`src/damped_particle_force_integrator_core_macros.svh`:
```
// Assertion macros shared by the particle integrator RTL.
`ifndef DAMPED_PARTICLE_FORCE_INTEGRATOR_CORE_MACROS_SVH
`define DAMPED_PARTICLE_FORCE_INTEGRATOR_CORE_MACROS_SVH

// Same-cycle implication, sampled on clk and disabled during reset.
`define DPFI_ASSERT_IMP(label, ante, cons, msg) \
    label: assert property (@(posedge clk) disable iff (!rst_n) (ante) |-> (cons)) else $error(msg);

// Next-cycle implication, sampled on clk and disabled during reset.
`define DPFI_ASSERT_NXT(label, ante, cons, msg) \
    label: assert property (@(posedge clk) disable iff (!rst_n) (ante) |=> (cons)) else $error(msg);

`endif

```
`src/dpfi_pkg.sv`:
```
// Types, codes and saturation helpers for the particle integrator.
package dpfi_pkg;

    typedef struct packed {
        logic [2:0]         func;
        logic signed [31:0] point_x;
        logic signed [31:0] point_y;
        logic [30:0]        reach;
        logic signed [31:0] strength;
    } item_t;

    typedef struct packed {
        logic signed [31:0] pos_x;
        logic signed [31:0] pos_y;
        logic signed [31:0] reaction_x;
        logic signed [31:0] reaction_y;
        logic               in_range;
    } result_t;

    typedef enum logic {
        OP_SQRT,
        OP_DIV
    } unit_op_t;

    typedef struct packed {
        logic     start;
        unit_op_t op;
    } unit_req_t;

    typedef struct packed {
        logic busy;
        logic done;
    } unit_stat_t;

    localparam logic [2:0] FN_TICK     = 3'd0;
    localparam logic [2:0] FN_ADD      = 3'd1;
    localparam logic [2:0] FN_REPEL    = 3'd2;
    localparam logic [2:0] FN_ATTRACT  = 3'd3;
    localparam logic [2:0] FN_CW       = 3'd4;
    localparam logic [2:0] FN_CCW      = 3'd5;
    localparam logic [2:0] FN_PLACE    = 3'd6;
    localparam logic [2:0] FN_SPARE    = 3'd7;

    localparam logic CFG_DAMPING = 1'b0;
    localparam logic CFG_PINNED  = 1'b1;

    localparam logic [15:0] DAMP_RESET = 16'd4588;
    localparam logic [16:0] DAMP_ONE   = 17'd65536;
    localparam int          DAMP_FRAC  = 16;

    function automatic logic signed [31:0] sat_wide(input logic signed [65:0] v);
        logic signed [31:0] r;
        if (v > 66'sd2147483647)
        begin
            r = 32'sh7FFFFFFF;
        end
        else if (v < -66'sd2147483648)
        begin
            r = 32'sh80000000;
        end
        else
        begin
            r = signed'(v[31:0]);
        end
        return r;
    endfunction

    function automatic logic signed [31:0] sat_add(input logic signed [31:0] a,
                                                   input logic signed [31:0] b);
        logic signed [65:0] s;
        s = 66'(a) + 66'(b);
        return sat_wide(s);
    endfunction

    function automatic logic signed [31:0] sat_neg(input logic signed [31:0] a);
        logic signed [65:0] s;
        s = -66'(a);
        return sat_wide(s);
    endfunction

endpackage

```
`src/dpfi_root_div.sv`:
```
// Shared iterative unit: integer square root and restoring division.
module dpfi_root_div #(
    parameter int QBITS = 17
) (
    input  logic                 clk,
    input  logic                 rst_n,
    input  dpfi_pkg::unit_req_t  req,
    input  logic [63:0]          operand,
    input  logic [30:0]          divisor,
    output dpfi_pkg::unit_stat_t stat,
    output logic [31:0]          result
);

    localparam int SQRT_STEPS = 32;

    dpfi_pkg::unit_op_t op_reg;
    logic [5:0]  cnt_reg;
    logic [35:0] rem_reg;
    logic [63:0] shf_reg;
    logic [31:0] res_reg;
    logic [30:0] div_reg;
    logic        busy_reg;
    logic        done_reg;

    logic [35:0] cand;
    logic [35:0] trial;
    logic [36:0] diff;
    logic        ge;

    // One subtractor serves both operations: a root digit or a quotient bit per cycle.
    always_comb
    begin
        if (op_reg == dpfi_pkg::OP_SQRT)
        begin
            cand  = {rem_reg[33:0], shf_reg[63:62]};
            trial = {2'b00, res_reg, 2'b01};
        end
        else
        begin
            cand  = {3'b000, rem_reg[31:0], shf_reg[63]};
            trial = {5'b00000, div_reg};
        end
        diff = {1'b0, cand} - {1'b0, trial};
        ge   = ~diff[36];
    end

    always_ff @(posedge clk or negedge rst_n)
    begin
        if (!rst_n)
        begin
            op_reg   <= dpfi_pkg::OP_SQRT;
            cnt_reg  <= '0;
            rem_reg  <= '0;
            shf_reg  <= '0;
            res_reg  <= '0;
            div_reg  <= '0;
            busy_reg <= 1'b0;
            done_reg <= 1'b0;
        end
        else
        begin
            done_reg <= 1'b0;
            if (req.start)
            begin
                op_reg   <= req.op;
                res_reg  <= '0;
                div_reg  <= divisor;
                busy_reg <= 1'b1;
                if (req.op == dpfi_pkg::OP_SQRT)
                begin
                    rem_reg <= '0;
                    shf_reg <= operand;
                    cnt_reg <= 6'(SQRT_STEPS);
                end
                else
                begin
                    // The quotient fits in QBITS bits, so the upper part is below the divisor.
                    rem_reg <= 36'(operand >> QBITS);
                    shf_reg <= operand << (64 - QBITS);
                    cnt_reg <= 6'(QBITS);
                end
            end
            else if (busy_reg)
            begin
                rem_reg <= ge ? diff[35:0] : cand;
                res_reg <= {res_reg[30:0], ge};
                shf_reg <= (op_reg == dpfi_pkg::OP_SQRT) ? (shf_reg << 2) : (shf_reg << 1);
                cnt_reg <= cnt_reg - 6'd1;
                if (cnt_reg == 6'd1)
                begin
                    busy_reg <= 1'b0;
                    done_reg <= 1'b1;
                end
            end
        end
    end

    assign stat.busy = busy_reg;
    assign stat.done = done_reg;
    assign result    = res_reg;

endmodule
```
`config.mk`:
```
export PLATFORM = sky130hd
export DESIGN_NAME = dpfi_root_div
export DESIGN_NICKNAME = d
export VERILOG_FILES = /design/src/damped_particle_force_integrator_core_macros.svh /design/src/dpfi_pkg.sv /design/src/dpfi_root_div.sv
export SDC_FILE = /design/constraint.sdc
export NUM_CORES = 1
export LEC_CHECK = 0
export BUFFER_PORTS_ARGS = -buffer_cell sky130_fd_sc_hd__buf_2
export CELL_PAD_IN_SITES_DETAIL_PLACEMENT = 1
export CELL_PAD_IN_SITES_GLOBAL_PLACEMENT = 1
export CORE_MARGIN = 4
export CORE_UTILIZATION = 45
export CTS_BUF_LIST = sky130_fd_sc_hd__clkbuf_16
export DETAILED_ROUTE_END_ITERATION = 12
export PLACE_DENSITY_LB_ADDON = 0.1
export SLEW_MARGIN = 15
export SYNTH_ARGS = -nofsm -noshare
export SYNTH_HDL_FRONTEND = slang
export SYNTH_SLANG_ARGS = --single-unit
```
`constraint.sdc`:
```
create_clock -name clk -period 9.9 [get_ports clk]
set_input_delay 0.99 -clock clk [delete_from_list [all_inputs] [get_ports clk]]
set_output_delay 0.99 -clock clk [all_outputs]
set_load 0.01 [all_outputs]
```
After elaboration in Yosys (flattened, before gate mapping)
Index checks and enable logic that the tools add are counted.

storage, ports and cells
  register bits after elaboration = 170
  latch bits = 0
  RAM bits = 0
  ROM bits = 0
  bits of input ports = 99
  output and inout port bits = 34
  logic and storage cells = 34
  memories kept = 0

operators by class
  add/sub/neg operators = 2
  multiply operators = 0
  divide/modulo/power cells = 0
  $lt $le $gt $ge = 0
  eq/ne operators = 1
  shifts and indexed selects = 0
  muxes and demuxes = 21
  bitwise logic cells = 1
  reduce and logical (&&, ||, !) cells = 1

operators with widths
  cell                 number
  $mux 64              4
  $mux 34              5
  $mux 32              2
  $sub 36x34->37       1
  $mux 36              1
  $mux 6               3
  $eq 6x1->1 const B   1
  $mux 1               6
  $sub 6x1->6 const B  1
  $reduce_bool 2->1    1
  $not 1->1            1

Depth between registers and ports, before layout
  depth in word-level cells = 5
  mapped depth = 19
  gate-level depth less buffers = 13

Least setup slack after synthesis
No wires, ideal clock.

  kind = flip-flop to flip-flop
  from = register op_reg
  to = register rem_reg[11]
  setup time = 0.137 ns
  arrival time = 4.153 ns
  required time = 9.763 ns
  setup slack = 5.610 ns
  cell stages (with the launch flop) = 19
  path buffers = 7
  clock period less this slack = 4.290 ns
  cells stage by stage = dfrtp_1 > clkbuf_1 > clkbuf_1 > buf_1 > clkbuf_1 > buf_2 > mux2i_1 > ha_1 > a21oi_2 > o21ai_1 > a2111oi_2 > o311ai_1 > nor3_2 > o21a_1 > buf_6 > buf_6 > nor3_2 > a211oi_1 > o31ai_1

on the way
  longest elaborated chain between the ends = 5
  elaborated cells on any way between the ends = 6
  classes of those cells = 1 x add/sub; 5 x mux

RTL lines
  item                                       RTL line             source
  start: declaration                         dpfi_root_div.sv:16  dpfi_pkg::unit_op_t op_reg;
  start signal: assignment                   dpfi_root_div.sv:51  op_reg <= dpfi_pkg::OP_SQRT;
  start signal: assignment                   dpfi_root_div.sv:65  op_reg <= req.op;
  $mux 36 / $mux 34 (equally long branches)  dpfi_root_div.sv:33  if (op_reg == dpfi_pkg::OP_SQRT)
  $sub 36x34->37                             dpfi_root_div.sv:43  diff = {1'b0, cand} - {1'b0, trial};
  $mux 34 *                                  dpfi_root_div.sv:85  rem_reg <= ge ? diff[35:0] : cand;
  $mux 34 *                                  dpfi_root_div.sv:83  else if (busy_reg)
  $mux 34 *                                  dpfi_root_div.sv:63  if (req.start)
  end signal: assignment                     dpfi_root_div.sv:78  rem_reg <= 36'(operand >> QBITS);
  end signal: assignment                     dpfi_root_div.sv:85
  end: declaration                           dpfi_root_div.sv:18  logic [35:0] rem_reg;

Mark *: on every way between the ends. The rest lies on a longest branch, timed or not. The select of a mux whose other input is x is not followed.
A chain may end at the register's enable or synchronous reset.

Worst setup path in the final report
  from = register op_reg
  to = register rem_reg[14]

Same word-level chain as after synthesis.

==> impl_metrics.tcl <==
set metrics [dict create \
    ys_types 73 \
    fin_skew_ns 0.0152 \
    crit_type "register to register" \
    dp_slack_ns 4.86 \
    clkSinkCount 170 \
    setup_violations 0 \
    final_common_cell "dfrtp_1" \
    cp.depth 12 \
    swShare 0.439 \
    cp.required_ns 10.19 \
    p_clk_frac 0.190 \
    crit_chain "buf_4, mux2_2, ha_1, a21oi_2, o21ai_1, a2111oi_2, o311ai_1, nor3_2, o21a_1, nor2_4, a211oi_1, o31ai_1" \
    diodes 0 \
    r2r_cells 12 \
    cts_resized 0 \
    yosysWarnings 0 \
    rsz0062_at_grt "false" \
    clock_path_buffers 2 \
    via_count 9350 \
    startpoint_type "register" \
    fin_worst_hold_slack_ns 0.434 \
    p_switching_uw 1500 \
    cp_num_buf_inv 1 \
    end_kind "register" \
    grt_util_all_layers 0.245 \
    path_delay_family "compound AO/OA/AOI/OAI gates" \
    grt_max_degree 117 \
    final.setup.tns_ns 0 \
    slew_violations 0 \
    ir_drop_uv 114 \
    postCtsHoldBufs 0 \
    coreArea_sq_mm 0.0242 \
    h-tree-depth 4 \
    layout-drive-gt1-share 0.211 \
    synth_area_sq_mm 0.0110 \
    synth-seq-cells 170 \
    multi_input_area_sq_mm 0.00636 \
    yosysSeqAreaShare 0.385 \
    drt_iter0_drc 705 \
    fin_area_sq_mm 0.0124 \
    syn_area_per_cell_sq_um 9.31 \
    synth_cells 1187 \
    grt_pass1_wl_mm 53.0 \
    finalWorstSetupSlack_ns 4.84 \
    fin_crit_ns 5.06 \
    seq_area_sq_mm 0.00426 \
    critical_path.slowest_cell "o21a_1" \
    worstMarginPinSlew_ns 1.06 \
    status "finished, final reports clean" \
    hpwl_mm 23.0 \
    die_area_sq_mm 0.0271 \
    cts_root_buf "clkbuf_16" \
    clock_latency_ns 0.44 \
    slew_headroom 0.295 \
    worstPathMaxFanout 64 \
    via_per_inst 5.86 \
    fillerInstances 2824 \
    placed_area_sq_mm 0.0118 \
    post-cts-setup-buffer-count 0 \
    antenna_found_initial 0 \
    min_path_type "input port to async pin" \
    fin_nets 1395 \
    grt_overflow_total 0 \
    syn-num-nets 1323 \
    avgRoutedWirePerCell_microns 20.5 \
    largest_reg_flops 64 \
    cts_tree "built" \
    firstDrtPassIters 5 \
    finalCoreUtilization 0.511 \
    fmax_mhz 197 \
    synthFlopType "dfrtp_1" \
    power_density_mw_per_mm2 277 \
    combPwrFrac 0.534 \
    rows 57 \
    arrival_ns 5.35 \
    top_level_ports 133 \
    hold_viol_final 0 \
    drv_cap 0 \
    most-common-layout-cells "dfrtp_1 (168), mux2i_1 (144), nor2_1 (135), buf_2 (130), a21oi_1 (114)" \
    post-route-period-util 0.511 \
    totalWireLength_mm 32.8 \
    synthArstFlopShare 1.00 \
    ant_nets 0 \
    seqPwrFrac 0.276 \
    cts_made_buffers 17 \
    die_w_microns 165 \
    die-height_microns 165 \
    clk_pin_slew_ns 0.07 \
    cpPeakStageDelay_ns 0.80 \
    synth-edff-count 0 \
    initial_utilization 0.456 \
    portBuffers 132 \
    p_leak_uw 0.00585 \
    grt_pass1_vias 9570 \
    drc 0 \
    p_int_uw 1920 \
    area_delta_synth_final_pct 12.1 \
    place.gp.congestion 0.889 \
]
cell type report:
| type | instances | share of cell area |
|---|---|---|
| multi-input combinational | 915 | 0.514 |
| sequential | 170 | 0.344 |
| timing repair buffer | 142 | 0.0604 |
| clock buffer | 17 | 0.0344 |
| tap | 324 | 0.0327 |
| clock inverter | 15 | 0.0101 |
| inverter | 13 | 0.00414 |
worst paths after layout:
| kind | startpoint | end | slack (ns) |
|---|---|---|---|
| setup / recovery | op_reg$_DFFE_PN0P_ | rem_reg[14]$_DFFE_PN0P_ | 4.84 |
| hold / removal | rst_n | shf_reg[12]$_DFFE_PN0P_ | 0.43 |
| setup reg to reg | op_reg$_DFFE_PN0P_ | rem_reg[14]$_DFFE_PN0P_ | 4.84 |
| hold reg to reg | div_reg[29]$_DFFE_PN0P_ | div_reg[29]$_DFFE_PN0P_ | 0.51 |
| max in group asynchronous | rst_n | op_reg$_DFFE_PN0P_ | 8.13 |
| min in group clk | div_reg[29]$_DFFE_PN0P_ | div_reg[29]$_DFFE_PN0P_ | 0.51 |
routing by layer:
| layer | track usage | vias up | wire (microns) |
|---|---|---|---|
| li1 | - | 4422 | - |
| met1 | 0.368 | 4721 | 16300 |
| met2 | 0.375 | 190 | 14800 |
| met3 | 0.0464 | 17 | 1550 |
| met4 | 0.0382 | 0 | 208 |
| met5 | 0 | - | 0 |
power by group through the flow:
stage               registers (uW)  clock network (uW)  logic, uW
CTS                            942                 664       1820
global route                   961                 697       2030
floorplan                      901                   0       1430
detailed placement             953                   0       1810
finish                         945                 650       1830
global placement               950                   0       1770
synth_stat cells (3+ instances only):
cell type	instances	area (sq um)
mux2_2	63	709
or3_1	7	43.8
a32oi_1	4	35.0
xor2_1	14	123
and2_1	3	18.8
a21o_1	12	90.1
buf_2	8	40.0
o21ai_1	4	20.0
o31ai_2	3	37.5
a22oi_1	3	22.5
nor3_1	14	70.1
inv_1	12	45.0
a31oi_1	11	68.8
nor2_1	136	510
mux2i_1	144	1440
nand3_1	11	55.1
a21oi_1	114	571
a32o_1	3	30.0
nor4_1	4	25.0
o2111ai_1	4	35.0
o211ai_1	5	37.5
ha_1	36	450
a21boi_0	5	37.5
a21oi_2	4	35.0
o21a_1	9	67.6
nand2_1	103	387
nand2b_1	8	50.1
o21ai_0	68	340
buf_6	5	56.3
xnor2_1	15	131
clkbuf_1	59	221
nor3_2	8	80.1
a211oi_1	31	233
dfrtp_1	170	4250
nor2b_1	4	25.0
nand4_1	4	25.0
buf_1	14	52.6
and3_1	6	37.5
o31ai_1	18	135
cell families after synthesis:
family,synth area share
muxes,0.195
and+or+nand+nor,0.129
adders and majority gates,0.0426
xor gates and xnor gates,0.0230
AOI/OAI and AO/OA,0.186
buffers and inverters,0.0397
DFF,0.385
metrics by stage:
stage               total power, uW  std cells
finish                         3420       1596
global route                   3680       1596
floorplan                      2330       1187
detailed placement             2760       1564
CTS                            3430       1596
global placement               2720       1564
No activity file was read; power rests on OpenSTA's default activity.
